**config.mk**
```make
export PLATFORM = sky130hd
export DESIGN_NAME = scc_chest
export DESIGN_NICKNAME = d
export VERILOG_FILES = /design/src/rtl/scc_pkg.sv /design/src/rtl/scc_chest.sv
export SDC_FILE = /design/constraint.sdc
export NUM_CORES = 2
export LEC_CHECK = 0
export BUFFER_PORTS_ARGS = -buffer_cell sky130_fd_sc_hd__buf_2
export CAP_MARGIN = 10
export CORE_ASPECT_RATIO = 0.8
export CORE_MARGIN = 1.5
export CORE_UTILIZATION = 40
export DETAILED_ROUTE_END_ITERATION = 10
export HOLD_SLACK_MARGIN = 0.03
export SLEW_MARGIN = 5
export SYNTH_ARGS = -nofsm -noshare
export SYNTH_HDL_FRONTEND = slang
export SYNTH_SLANG_ARGS = --single-unit
export TNS_END_PERCENT = 1
```
**constraint.sdc**
```tcl
create_clock -name i_clk -period 6.92 [get_ports i_clk]
set_clock_uncertainty 0.1 [all_clocks]
set_input_delay 0.346 -clock i_clk [delete_from_list [all_inputs] [get_ports i_clk]]
set_output_delay 0.346 -clock i_clk [all_outputs]
set_load 0.1 [all_outputs]
```
**src/rtl/scc_pkg.sv**
```systemverilog
// Shared types and constants for the sync channel compensation and combining block.
package scc_pkg;

    localparam int SC_W   = 6;
    localparam int SAMP_W = 16;
    localparam int PROD_W = 32;
    localparam int QSHIFT = 15;

    typedef struct packed {
        logic [SC_W-1:0]          subcarrier;
        logic                     first_antenna;
        logic signed [SAMP_W-1:0] pss_rx_re;
        logic signed [SAMP_W-1:0] pss_rx_im;
        logic signed [SAMP_W-1:0] pss_ref_re;
        logic signed [SAMP_W-1:0] pss_ref_im;
        logic signed [SAMP_W-1:0] sss_rx_re;
        logic signed [SAMP_W-1:0] sss_rx_im;
    } t_in_item;

    typedef struct packed {
        logic [SC_W-1:0]          subcarrier_out;
        logic signed [SAMP_W-1:0] comp_re;
        logic signed [SAMP_W-1:0] comp_im;
    } t_out_item;

    typedef struct packed {
        logic signed [SAMP_W-1:0] re;
        logic signed [SAMP_W-1:0] im;
    } t_cplx;

    // Control that travels with each beat through the pipeline.
    typedef struct packed {
        logic                 valid;
        logic [SC_W-1:0]      subcarrier;
        logic                 first_antenna;
    } t_side;

    // Q15 product term wrapped to 16 bits: bits [30:15] of the full product.
    function automatic logic signed [SAMP_W-1:0] q15_term(input logic signed [PROD_W-1:0] p);
        q15_term = p[QSHIFT+SAMP_W-1:QSHIFT];
    endfunction

endpackage

```
**src/rtl/scc_chest.sv**
```systemverilog
// Conjugate channel estimate H* = conj(R) * P over two register stages.
module scc_chest (
    input  logic              i_clk,
    input  logic              i_rst_n,
    input  logic              i_adv,
    input  logic              i_valid,
    input  scc_pkg::t_in_item i_item,
    output scc_pkg::t_side    o_side,
    output scc_pkg::t_cplx    o_h,
    output scc_pkg::t_cplx    o_s
);

    scc_pkg::t_side r_a_side;
    scc_pkg::t_cplx r_a_s;
    logic signed [scc_pkg::PROD_W-1:0] r_p_rr_pr, r_p_ri_pi, r_p_rr_pi, r_p_ri_pr;

    scc_pkg::t_side r_b_side;
    scc_pkg::t_cplx r_b_s;
    scc_pkg::t_cplx r_b_h;
    scc_pkg::t_cplx n_h;

    always_comb begin
        n_h.re = scc_pkg::q15_term(r_p_rr_pr) + scc_pkg::q15_term(r_p_ri_pi);
        n_h.im = scc_pkg::q15_term(r_p_rr_pi) - scc_pkg::q15_term(r_p_ri_pr);
    end

    always_ff @(posedge i_clk) begin
        if (i_adv) begin
            r_a_side.subcarrier    <= i_item.subcarrier;
            r_a_side.first_antenna <= i_item.first_antenna;
            r_a_s.re               <= i_item.sss_rx_re;
            r_a_s.im               <= i_item.sss_rx_im;
            r_p_rr_pr <= $signed(i_item.pss_rx_re) * $signed(i_item.pss_ref_re);
            r_p_ri_pi <= $signed(i_item.pss_rx_im) * $signed(i_item.pss_ref_im);
            r_p_rr_pi <= $signed(i_item.pss_rx_re) * $signed(i_item.pss_ref_im);
            r_p_ri_pr <= $signed(i_item.pss_rx_im) * $signed(i_item.pss_ref_re);

            r_b_side.subcarrier    <= r_a_side.subcarrier;
            r_b_side.first_antenna <= r_a_side.first_antenna;
            r_b_s                  <= r_a_s;
            r_b_h                  <= n_h;
        end
        if (!i_rst_n) begin
            r_a_side.valid <= 1'b0;
            r_b_side.valid <= 1'b0;
        end else if (i_adv) begin
            r_a_side.valid <= i_valid;
            r_b_side.valid <= r_a_side.valid;
        end
    end

    assign o_side = r_b_side;
    assign o_h    = r_b_h;
    assign o_s    = r_b_s;

endmodule

```
* After elaboration in Yosys (flattened, before gate mapping) *
Cells that the tools add are included.

word-level totals
  bits in registers = 236
  input port bits = 107
  output and inout port bits = 72
  word-level logic and storage cells = 22

operators by class
  $add $sub $neg = 2
  $mul = 4

operators by type and width
  cell            number
  $mul 16x16->31  4
  $add 16x16->16  1
  $sub 16x16->16  1

* Logic depth before layout (Yosys ltp) *
  depth in word-level cells = 1
  mapped depth = 24
  mapped depth without buffers = 23

* Worst setup path after synthesis *
Ideal clock, no wire load.

  path type = input-to-reg
  start = in i_item[49] (netlist bit)
  end = reg r_p_rr_pr[20] (netlist bit), data pin
  setup time = 258 ps
  data arrival time = 5,887 ps
  required time = 6,562 ps
  slack = 675 ps
  stages = 22
  buffers on the path = 2
  cell sequence = clkbuf_1 -> clkbuf_1 -> nand2_1 -> fa_1 -> fa_1 -> fa_1 -> inv_1 -> fa_1 -> fa_1 -> inv_1 -> fa_1 -> inv_1 -> ha_1 -> a21o_1 -> a21o_1 -> or2_2 -> o22a_1 -> a31o_2 -> a21oi_2 -> o21bai_1 -> a21oi_1 -> xnor2_1

on the way
  word-level cells in the longest chain between the ends = 1

ends and longest elaborated chain
  what                  line             source
  from (decl)           scc_chest.sv:7   input scc_pkg::t_in_item i_item,
  $mul 16x16->31        scc_chest.sv:33  r_p_rr_pr <= $signed(i_item.pss_rx_re) * $signed(i_item.pss_ref_re);
  to (signal assigned)  scc_chest.sv:33
  to (decl)             scc_chest.sv:15  logic signed [scc_pkg::PROD_W-1:0] r_p_rr_pr, r_p_ri_pi, r_p_rr_pi, r_p_ri_pr;

No other way between the ends.
A chain may end at the register's enable or synchronous reset.

* Final worst setup path *
  start = in i_item[89] (netlist bit)
  end = reg r_p_rr_pr[30] (netlist bit), data pin

The elaborated chain is that of the path after synthesis.

==> impl_metrics.py <==
metrics = {
    "timing": {
        "max_freq_mhz": 160,
        "setup_ws_ns": 0.668,
        "fin_crit_sh": 0.904,
        "fin_tns_setup_ns": 0,
        "finalSetupViolations": 0,
        "fin_crit_ns": 6.25,
        "slew_headroom": 0.442,
        "tightest_slew_ns": 0.828,
        "finalHoldViolCount": 0,
        "rsz0062_at_grt": "false",
        "whs_ns": 0.316,
        "report.final.slew_viol_count": 0,
    },
    "detailed_routing": {
        "viasPerCell": 4.78,
        "wl_per_cell_um": 17.7,
        "num_vias": 28900,
        "ant_nets": 0,
        "drc": 0,
        "drt_first_iter_violations": 1553,
        "wirelength_um": 107000,
        "dr.pass1.iters": 5,
    },
    "synthesis": {
        "ys.flop_type": "edfxtp_1",
        "yosys_register_bits": 176,
        "synth_nets": 5897,
        "syn-instance-count": 4430,
        "netlist_area_um2": 43600,
        "yosysSeqAreaShare": 0.121,
        "synth_area_leaders": "fa_1, edfxtp_1, inv_1, ha_1, and2_1",
        "avgSynthCellArea_um2": 9.83,
        "ys.warnings.count": 0,
        "ys_async_sr_fraction": 0,
        "synth_top_cell_area_share": 0.470,
        "synth-edff-count": 174,
        "yosysTopAreaCell": "fa_1",
        "ys_types": 65,
    },
    "placement": {
        "gp_congestion": 0.908,
        "place_ws_ns": 0.128,
        "placed_cell_area_um2": 46600,
        "port_buffers": 178,
        "place_hpwl_um": 89400,
    },
    "layout": {
        "syn2layout_area_growth_pct": 9.41,
        "layout_common_cells": "inv_1, fa_1, nand2_1",
        "fillers": 10400,
        "fin_area_um2": 47700,
        "drive_gt1_frac": 0.0765,
        "fin_nets": 6068,
        "layout_commonest_cell": "inv_1",
    },
    "die": {
        "ios": 179,
        "die_w_um": 372,
        "coreArea_um2": 108000,
        "rows": 108,
        "die_area_um2": 111000,
        "start_util": 0.402,
        "die_y_um": 298,
    },
    "setup_path": {
        "reg2reg_from": "r_p_ri_pr[15]",
        "arrival_ns": 6.37,
        "path_max_fanout": 24,
        "ff2ff_path_depth": 11,
        "regToRegSetupSlack_ns": 3.88,
        "r2r-end": "o_h[14]",
        "worst_ep_required_time_ns": 7.03,
        "crit_type": "input pin to flop",
        "start_kind": "input pin",
        "cp-end-kind": "flop",
    },
    "clocking": {
        "cts_root_buf": "clkbuf_16",
        "cts_resized": 0,
        "cts_made_buffers": 17,
        "cts_tree": "yes",
        "h-tree-depth": 4,
        "clk-insertion-delay-late_ns": 0.50,
        "clock-sinks": 176,
        "clk_pin_slew_ns": 0.07,
        "cts_buffer_depth": 2,
    },
    "global_route": {
        "antenna_found_initial": 11,
        "grt_usage": 0.206,
        "grt.overflow.total": 0,
        "grt_pass1_wl_um": 177000,
        "grt_pass1_vias": 32000,
        "grt_start_max_net_pins": 127,
    },
    "min_path": {
        "hold_end": "o_side[4]",
        "worstHoldPathType": "flop to flop",
        "hold_depth": 0,
        "hp-start": "r_a_side[4]",
    },
    "flow_run": {
        "cap_violations": 0,
    },
    "status": {
        "status": "finished clean",
    },
}
==> cell type report <==
type	count	area, um^2	area share
Tap cell	1430	1790	0.0375
Sequential cell	176	5270	0.110
Antenna cell	5	12.5	0.000263
Inverter	1155	4340	0.0910
Multi-Input combinational cell	2904	33200	0.697
Clock inverter	14	190	0.00399
Clock buffer	18	429	0.00900
Timing Repair Buffer	347	2410	0.0505
==> routing by layer <==
layer	routed length, um	track usage	vias up
met1	48300	0.286	14800
met2	50500	0.338	706
met4	1680	0.0390	6
li1	-	-	13300
met5	41	0	-
met3	6600	0.0369	114
==> synth_stat cells (6+ instances only) <==
library cell / n
o211ai_1: 8
ha_1: 338
nor2b_1: 14
o21bai_1: 7
a211oi_1: 6
nor2_1: 98
o21ai_0: 42
a21boi_0: 6
a31oi_1: 8
fa_1: 1022
edfxtp_1: 174
a21oi_1: 50
xor2_1: 28
and2_1: 468
o21a_1: 9
nand2b_1: 26
and3_1: 13
clkbuf_1: 193
or3_1: 9
nand3_1: 20
nor3_1: 24
a21o_1: 20
nand2_1: 516
inv_1: 1155
xnor2_1: 98
==> state kept, by name, summed over array words and instances, names as in the netlist <==
signal and flops:
o_h 32, o_s 32, o_side 8, r_a_s 32, r_a_side 8, r_p_ri_pi 16, r_p_ri_pr 16, r_p_rr_pi 16
r_p_rr_pr 16
==> worst max-delay path by stage <==
stage                     slack [ns]            end        from
after floorplan                 0.67  r_p_rr_pr[20]  i_item[49]
after global placement          0.25  r_p_rr_pr[30]  i_item[89]
after detailed placement        0.13  r_p_rr_pr[30]  i_item[89]
after CTS                       0.66  r_p_rr_pr[30]  i_item[89]
after global routing            0.33  r_p_rr_pr[30]  i_item[95]
final                           0.67  r_p_rr_pr[30]  i_item[89]
==> per-stage QoR <==
| step | cells | utilization |
|---|---|---|
| after floorplan | 4430 | - |
| after global placement | 5971 | 0.431 |
| after detailed placement | 5971 | 0.431 |
| after CTS | 6044 | 0.440 |
| after global routing | 6044 | 0.440 |
| final | 6049 | 0.440 |
==> critical path: stages <==
cell,delay (ns)
buf_2,0.45
nand2_1,0.17
fa_1,0.51
fa_1,0.59
fa_1,0.46
fa_1,0.57
inv_1,0.06
fa_1,0.50
fa_1,0.42
ha_1,0.21
or4_1,0.53
a21oi_1,0.19
nor3b_1,0.20
o21ai_1,0.20
nand4_1,0.18
a21boi_0,0.16
o31a_1,0.32
nor4_1,0.19
a311oi_1,0.08
==> timing repair <==
| item | 4_1_cts | 5_1_grt |
|---|---|---|
| hold endpoints to repair | 41 | 0 |
| setup buffers | 0 | 0 |
| hold buffers | 41 | 0 |
==> cell families (layout without fill, tap and decap cells) <==
group	Yosys count	after routing	synth area share
AOI/OAI and AO/OA	206	206	0.0327
xor gates and xnor gates	126	126	0.0253
adders and majority gates	1360	1360	0.567
buffers and inverters	1350	1534	0.116
DFF	176	176	0.121
muxes	2	2	0.000460
other	0	5	0
and+or+nand+nor	1210	1210	0.138
Power is left out: the tool's default activity adds up to more than one toggle a clock period on the data nets, which glitch-free logic cannot reach.
