$ cat src/rtl/scc_pkg.sv
// Shared types and constants for the sync channel compensation and combining block.
package scc_pkg;

    localparam int SC_W   = 6;
    localparam int SAMP_W = 16;
    localparam int PROD_W = 32;
    localparam int QSHIFT = 15;

    typedef struct packed {
        logic [SC_W-1:0]          subcarrier;
        logic                     first_antenna;
        logic signed [SAMP_W-1:0] pss_rx_re;
        logic signed [SAMP_W-1:0] pss_rx_im;
        logic signed [SAMP_W-1:0] pss_ref_re;
        logic signed [SAMP_W-1:0] pss_ref_im;
        logic signed [SAMP_W-1:0] sss_rx_re;
        logic signed [SAMP_W-1:0] sss_rx_im;
    } t_in_item;

    typedef struct packed {
        logic [SC_W-1:0]          subcarrier_out;
        logic signed [SAMP_W-1:0] comp_re;
        logic signed [SAMP_W-1:0] comp_im;
    } t_out_item;

    typedef struct packed {
        logic signed [SAMP_W-1:0] re;
        logic signed [SAMP_W-1:0] im;
    } t_cplx;

    // Control that travels with each beat through the pipeline.
    typedef struct packed {
        logic                 valid;
        logic [SC_W-1:0]      subcarrier;
        logic                 first_antenna;
    } t_side;

    // Q15 product term wrapped to 16 bits: bits [30:15] of the full product.
    function automatic logic signed [SAMP_W-1:0] q15_term(input logic signed [PROD_W-1:0] p);
        q15_term = p[QSHIFT+SAMP_W-1:QSHIFT];
    endfunction

endpackage

$ cat src/rtl/scc_comp.sv
// Compensation C = H* * S over two register stages.
module scc_comp (
    input  logic           i_clk,
    input  logic           i_rst_n,
    input  logic           i_adv,
    input  scc_pkg::t_side i_side,
    input  scc_pkg::t_cplx i_h,
    input  scc_pkg::t_cplx i_s,
    output scc_pkg::t_side o_side,
    output scc_pkg::t_cplx o_c
);

    scc_pkg::t_side r_c_side;
    logic signed [scc_pkg::PROD_W-1:0] r_p_hr_sr, r_p_hi_si, r_p_hr_si, r_p_hi_sr;

    scc_pkg::t_side r_d_side;
    scc_pkg::t_cplx r_d_c;
    scc_pkg::t_cplx n_c;

    always_comb begin
        n_c.re = scc_pkg::q15_term(r_p_hr_sr) - scc_pkg::q15_term(r_p_hi_si);
        n_c.im = scc_pkg::q15_term(r_p_hr_si) + scc_pkg::q15_term(r_p_hi_sr);
    end

    always_ff @(posedge i_clk) begin
        if (i_adv) begin
            r_c_side.subcarrier    <= i_side.subcarrier;
            r_c_side.first_antenna <= i_side.first_antenna;
            r_p_hr_sr <= $signed(i_h.re) * $signed(i_s.re);
            r_p_hi_si <= $signed(i_h.im) * $signed(i_s.im);
            r_p_hr_si <= $signed(i_h.re) * $signed(i_s.im);
            r_p_hi_sr <= $signed(i_h.im) * $signed(i_s.re);

            r_d_side.subcarrier    <= r_c_side.subcarrier;
            r_d_side.first_antenna <= r_c_side.first_antenna;
            r_d_c                  <= n_c;
        end
        if (!i_rst_n) begin
            r_c_side.valid <= 1'b0;
            r_d_side.valid <= 1'b0;
        end else if (i_adv) begin
            r_c_side.valid <= i_side.valid;
            r_d_side.valid <= r_c_side.valid;
        end
    end

    assign o_side = r_d_side;
    assign o_c    = r_d_c;

endmodule

$ cat config.mk
export PLATFORM = sky130hd
export DESIGN_NAME = scc_comp
export DESIGN_NICKNAME = d
export VERILOG_FILES = /design/src/rtl/scc_pkg.sv /design/src/rtl/scc_comp.sv
export SDC_FILE = /design/constraint.sdc
export NUM_CORES = 2
export LEC_CHECK = 0
export BUFFER_PORTS_ARGS = -buffer_cell sky130_fd_sc_hd__buf_2
export CAP_MARGIN = 40
export CORE_MARGIN = 2
export CORE_UTILIZATION = 40
export CTS_CLUSTER_DIAMETER = 50
export DETAILED_ROUTE_END_ITERATION = 8
export HOLD_SLACK_MARGIN = 0.05
export PLACE_DENSITY_LB_ADDON = 0.15
export SETUP_SLACK_MARGIN = 0.2
export SLEW_MARGIN = 20
export SYNTH_ARGS = -nofsm -noshare
export SYNTH_HDL_FRONTEND = slang
export SYNTH_SLANG_ARGS = --single-unit
$ cat constraint.sdc
create_clock -name i_clk -period 8.83 [get_ports i_clk]
set_input_delay 0.883 -clock i_clk [delete_from_list [all_inputs] [get_ports i_clk]]
set_output_delay 0.883 -clock i_clk [all_outputs]
set_load 0.01 [all_outputs]
After elaboration in Yosys (flattened, before gate mapping)
Cells that the tools add are included.
W data, S select, Z words.

operators by class
  $mul = 4
  add/sub/neg operators = 2

operators by type and width
  cell              count
  $mul A16 B16 Y31  4
  $add A16 B16 Y16  1
  $sub A16 B16 Y16  1

storage, ports and cells
  output and inout port bits = 40
  input port bits = 75
  bits in registers = 172
  word-level logic and storage cells = 18

Logic depth before layout (Yosys ltp)
  depth after elaboration = 1
  mapped depth = 23

Worst setup path before layout
OpenSTA, ideal clock, no wires.

  path kind = input to register
  from = input i_h[15] (netlist name)
  to = register r_p_hi_sr[30] (netlist name), data pin
  data arrival time = 6.385 ns
  setup slack = 2.186 ns
  data required time = 8.570 ns
  stages on the path = 21
  cells stage by stage = clkbuf_1 > clkbuf_1 > nand2_1 > inv_1 > fa_1 > fa_1 > fa_1 > fa_1 > fa_1 > inv_1 > fa_1 > inv_1 > ha_1 > a21o_1 > a21oi_1 > o21ai_0 > a21o_1 > a31oi_2 > o21ai_0 > a221o_1 > xnor2_1

on the way
  word-level cells in the longest chain between the ends = 1

RTL lines
  item                  line            text
  start, declared       scc_comp.sv:7   input scc_pkg::t_cplx i_h,
  $mul A16 B16 Y31      scc_comp.sv:32  r_p_hi_sr <= $signed(i_h.im) * $signed(i_s.re);
  end signal, assigned  scc_comp.sv:32
  end, declared         scc_comp.sv:14  logic signed [scc_pkg::PROD_W-1:0] r_p_hr_sr, r_p_hi_si, r_p_hr_si, r_p_hi_sr;

No other way between the ends.
A chain may end at the register's enable or synchronous reset.

Final worst setup path
  from = input i_h[23] (netlist name)
  to = register r_p_hr_sr[20] (netlist name), data pin

on the way
  word-level cells in the longest chain between the ends = 1

RTL lines
  item                  line            text
  $mul A16 B16 Y31      scc_comp.sv:29  r_p_hr_sr <= $signed(i_h.re) * $signed(i_s.re);
  end signal, assigned  scc_comp.sv:29
  end, declared         scc_comp.sv:14

No other way between the ends.

==> impl_metrics.env <==
export IMPL_cts_max_path_buffers=2
export IMPL_critical_path_class="in2reg"
export IMPL_grt_first_pass_wirelength_um=177000
export IMPL_final_max_slew_violation_count=0
export IMPL_max_slew_headroom=0.427
export IMPL_drt_first_iter_violations=1224
export IMPL_synthCells=4385
export IMPL_ys_ff_latch=112
export IMPL_track_usage=0.214
export IMPL_cts_repair_timing_setup_buffer_count=0
export IMPL_final_setup_tns_ns=0
export IMPL_global_route_overflow_total=0
export IMPL_synthDominantAreaCellType="sky130_fd_sc_hd__fa_1"
export IMPL_width_of_the_die_um=327
export IMPL_skew_ns=0.0138
export IMPL_worst_endpoint_required_ns=8.89
export IMPL_setup_slack_ns=1.70
export IMPL_dp_final_hpwl_um=87900
export IMPL_tritoncts_num_buffers=9
export IMPL_max_freq_mhz=140
export IMPL_drt_drc_violations_left=0
export IMPL_timing_critical_path_from_type="input port"
export IMPL_detailedPlace_worstSlack_ns=1.18
export IMPL_postPlaceCellArea_mm2=0.0437
export IMPL_synth_sequential_area_ratio=0.0801
export IMPL_postCtsResizedCells=0
export IMPL_gpl_final_weighted_congestion=0.891
export IMPL_floorplan_initialDensity=0.403
export IMPL_synth_edf_count=110
export IMPL_hold_path_cell_count=0
export IMPL_io_pins=115
export IMPL_ctsRootBufferMaster="sky130_fd_sc_hd__clkbuf_16"
export IMPL_final_cell_area_mm2=0.0441
export IMPL_timing_hold_violations_final=0
export IMPL_cts_tree="yes"
export IMPL_timing_reg2reg_setup_slack_ns=6.05
export IMPL_synthDistinctLibCells=65
export IMPL_num_rows=118
export IMPL_wl_per_cell_um=18.6
export IMPL_syn2layout_area_growth_pct=5.69
export IMPL_die_area_mm2=0.107
export IMPL_min_delay_path_class="reg2reg"
export IMPL_count_leader_synth="sky130_fd_sc_hd__inv_1"
export IMPL_path_common_cell="sky130_fd_sc_hd__fa_1"
export IMPL_placement_io_buffers=114
export IMPL_clkSinkCount=112
export IMPL_setup_viol_count_final=0
export IMPL_area_share_of_the_leading_cell_type_in_the_synthesized_netlist=0.490
export IMPL_critical_path_max_stage_delay_ns=0.62
export IMPL_grt_pass1_vias=31300
export IMPL_yosys_warnings=0
export IMPL_worstPathMaxFanout=32
export IMPL_clk_pin_slew_ns=0.08
export IMPL_drive_gt1_frac=0.0455
export IMPL_totalWireLength_um=107000
export IMPL_syn_mean_instance_area_um2=9.52
export IMPL_synthTopCellsByCount="sky130_fd_sc_hd__inv_1, sky130_fd_sc_hd__fa_1, sky130_fd_sc_hd__nand2_1"
export IMPL_setup_worst_path_end_class="flip-flop"
export IMPL_unrepaired_setup_endpoints_after_global_routing="no"
export IMPL_postSynthNetCount=5820
export IMPL_clock_latency_ns=0.38
export IMPL_vias_per_cell=4.86
export IMPL_htreeDepth=3
export IMPL_yosys_top_cells_area="sky130_fd_sc_hd__fa_1, sky130_fd_sc_hd__inv_1, sky130_fd_sc_hd__ha_1, sky130_fd_sc_hd__edfxtp_1, sky130_fd_sc_hd__and2_1"
export IMPL_num_nets_final=5805
export IMPL_worst_slew_pin_slew_ns=0.859
export IMPL_maximum_number_of_pins_on_one_net_before_global_route_repair=61
export IMPL_fp_coreArea_mm2=0.103
export IMPL_critical_path_slowest_cell="sky130_fd_sc_hd__buf_2"
export IMPL_fin_crit_sh=0.808
export IMPL_drt_pass1_iterations=5
export IMPL_ant_nets=0
export IMPL_dr_total_vias=28000
export IMPL_max_cap_viol_count=0
export IMPL_syn_cell_area_mm2=0.0418
export IMPL_worst_endpoint_arrival_ns=7.19
export IMPL_fp_dieH_um=327
export IMPL_critical_path_cell_chain="buf_2, nand2_1, fa_1, inv_1, fa_1, inv_1, fa_1, inv_1, fa_1, fa_1, inv_1, fa_1, inv_1, ha_1, and3_1, o2111ai_1, o21ai_1, o21a_1, nor2_1, o211ai_1, nand2_1, xnor2_1"
export IMPL_ys_async_sr_fraction=0
export IMPL_synth_flop_cell="sky130_fd_sc_hd__edfxtp_1"
export IMPL_run_status="complete, no violations"
export IMPL_worst_r2r_path_depth=10
export IMPL_cts_hold_buffers_added=0
export IMPL_hold_ws_ns=0.421
export IMPL_finalCriticalPeriod_ns=7.13
export IMPL_antenna_found_initial=8
worst max-delay path: cells and delay by family:
family	cells	cell delay, ns
AND/OR/NAND/NOR	4	0.52
buffers and inverters	6	0.86
AO/OA/AOI/OAI	4	0.94
adder cells (fa/ha/maj)	7	3.32
XOR/XNOR	1	0.61
path summary, 6_finish.rpt:
| check | from | end |
|---|---|---|
| worst max register to register | r_p_hi_si[16] | o_c[29] |
| worst max-delay path | i_h[23] | r_p_hr_sr[20] |
| worst min register to register | r_c_side[4] | o_side[4] |
| worst min-delay path | r_c_side[4] | o_side[4] |
logic make-up (layout without fill, tap and decap cells):
family / after synthesis / count (layout) / synth area share
fa+ha+maj: 1360 / 1360 / 0.591
buf+inv: 1340 / 1330 / 0.120
simple gates: 1229 / 1229 / 0.146
compound gates: 211 / 211 / 0.0343
xor+xnor: 130 / 130 / 0.0273
flops: 112 / 112 / 0.0801
mux: 3 / 3 / 0.000719
other cells: 0 / 5 / 0
layout by cell type, fill, tap and decap left out, types with 6 or more instances in the layout:
cell type                   instances
sky130_fd_sc_hd__inv_1           1144
sky130_fd_sc_hd__fa_1            1022
sky130_fd_sc_hd__nand2_1          523
sky130_fd_sc_hd__and2_1           470
sky130_fd_sc_hd__ha_1             338
sky130_fd_sc_hd__buf_2            115
sky130_fd_sc_hd__edfxtp_1         110
sky130_fd_sc_hd__xnor2_1          104
sky130_fd_sc_hd__nor2_1           101
sky130_fd_sc_hd__a21oi_1           54
sky130_fd_sc_hd__buf_4             50
sky130_fd_sc_hd__o21ai_0           45
sky130_fd_sc_hd__nand2b_1          29
sky130_fd_sc_hd__nor3_1            27
sky130_fd_sc_hd__xor2_1            26
sky130_fd_sc_hd__nand3_1           17
sky130_fd_sc_hd__o21a_1            15
sky130_fd_sc_hd__nor2b_1           15
sky130_fd_sc_hd__a21o_1            14
sky130_fd_sc_hd__a211oi_1          13
sky130_fd_sc_hd__and3_1            12
sky130_fd_sc_hd__clkbuf_16          9
sky130_fd_sc_hd__nand4_1            8
sky130_fd_sc_hd__a211o_1            7
sky130_fd_sc_hd__a31oi_1            7
sky130_fd_sc_hd__or3_1              7
sky130_fd_sc_hd__and4_1             6
state kept, by name (all words and copies together) (netlist names):
name,count
o_c,32
o_side,8
r_p_hi_sr,16
r_p_hr_si,16
r_c_side,8
r_p_hr_sr,16
r_p_hi_si,16
area by class of cell:
class,instances,area (um2)
Tap cell,1380,1730
Clock inverter,5,62.6
Sequential cell,112,3340
Fill cell,10300,59400
Clock buffer,11,243
Inverter,1144,4290
Timing Repair Buffer,170,1060
Multi-Input combinational cell,2933,33400
Antenna cell,5,12.5
layer usage:
| metal | track usage | vias up | routed length (um) |
|---|---|---|---|
| li1 | - | 12700 | - |
| met5 | 0 | - | 12 |
| met4 | 0.0482 | 2 | 2760 |
| met1 | 0.282 | 14700 | 46600 |
| met3 | 0.0272 | 96 | 4520 |
| met2 | 0.376 | 452 | 53400 |
stage by stage:
| step | instances | util |
|---|---|---|
| after floorplan | 4385 | - |
| final | 5760 | 0.426 |
| after global routing | 5755 | 0.426 |
| after global placement | 5732 | 0.422 |
| after detailed placement | 5736 | 0.423 |
| after CTS | 5752 | 0.426 |
Power is not shown: default switching activity piles up to over one toggle a cycle in this logic, so the estimate is an artifact.
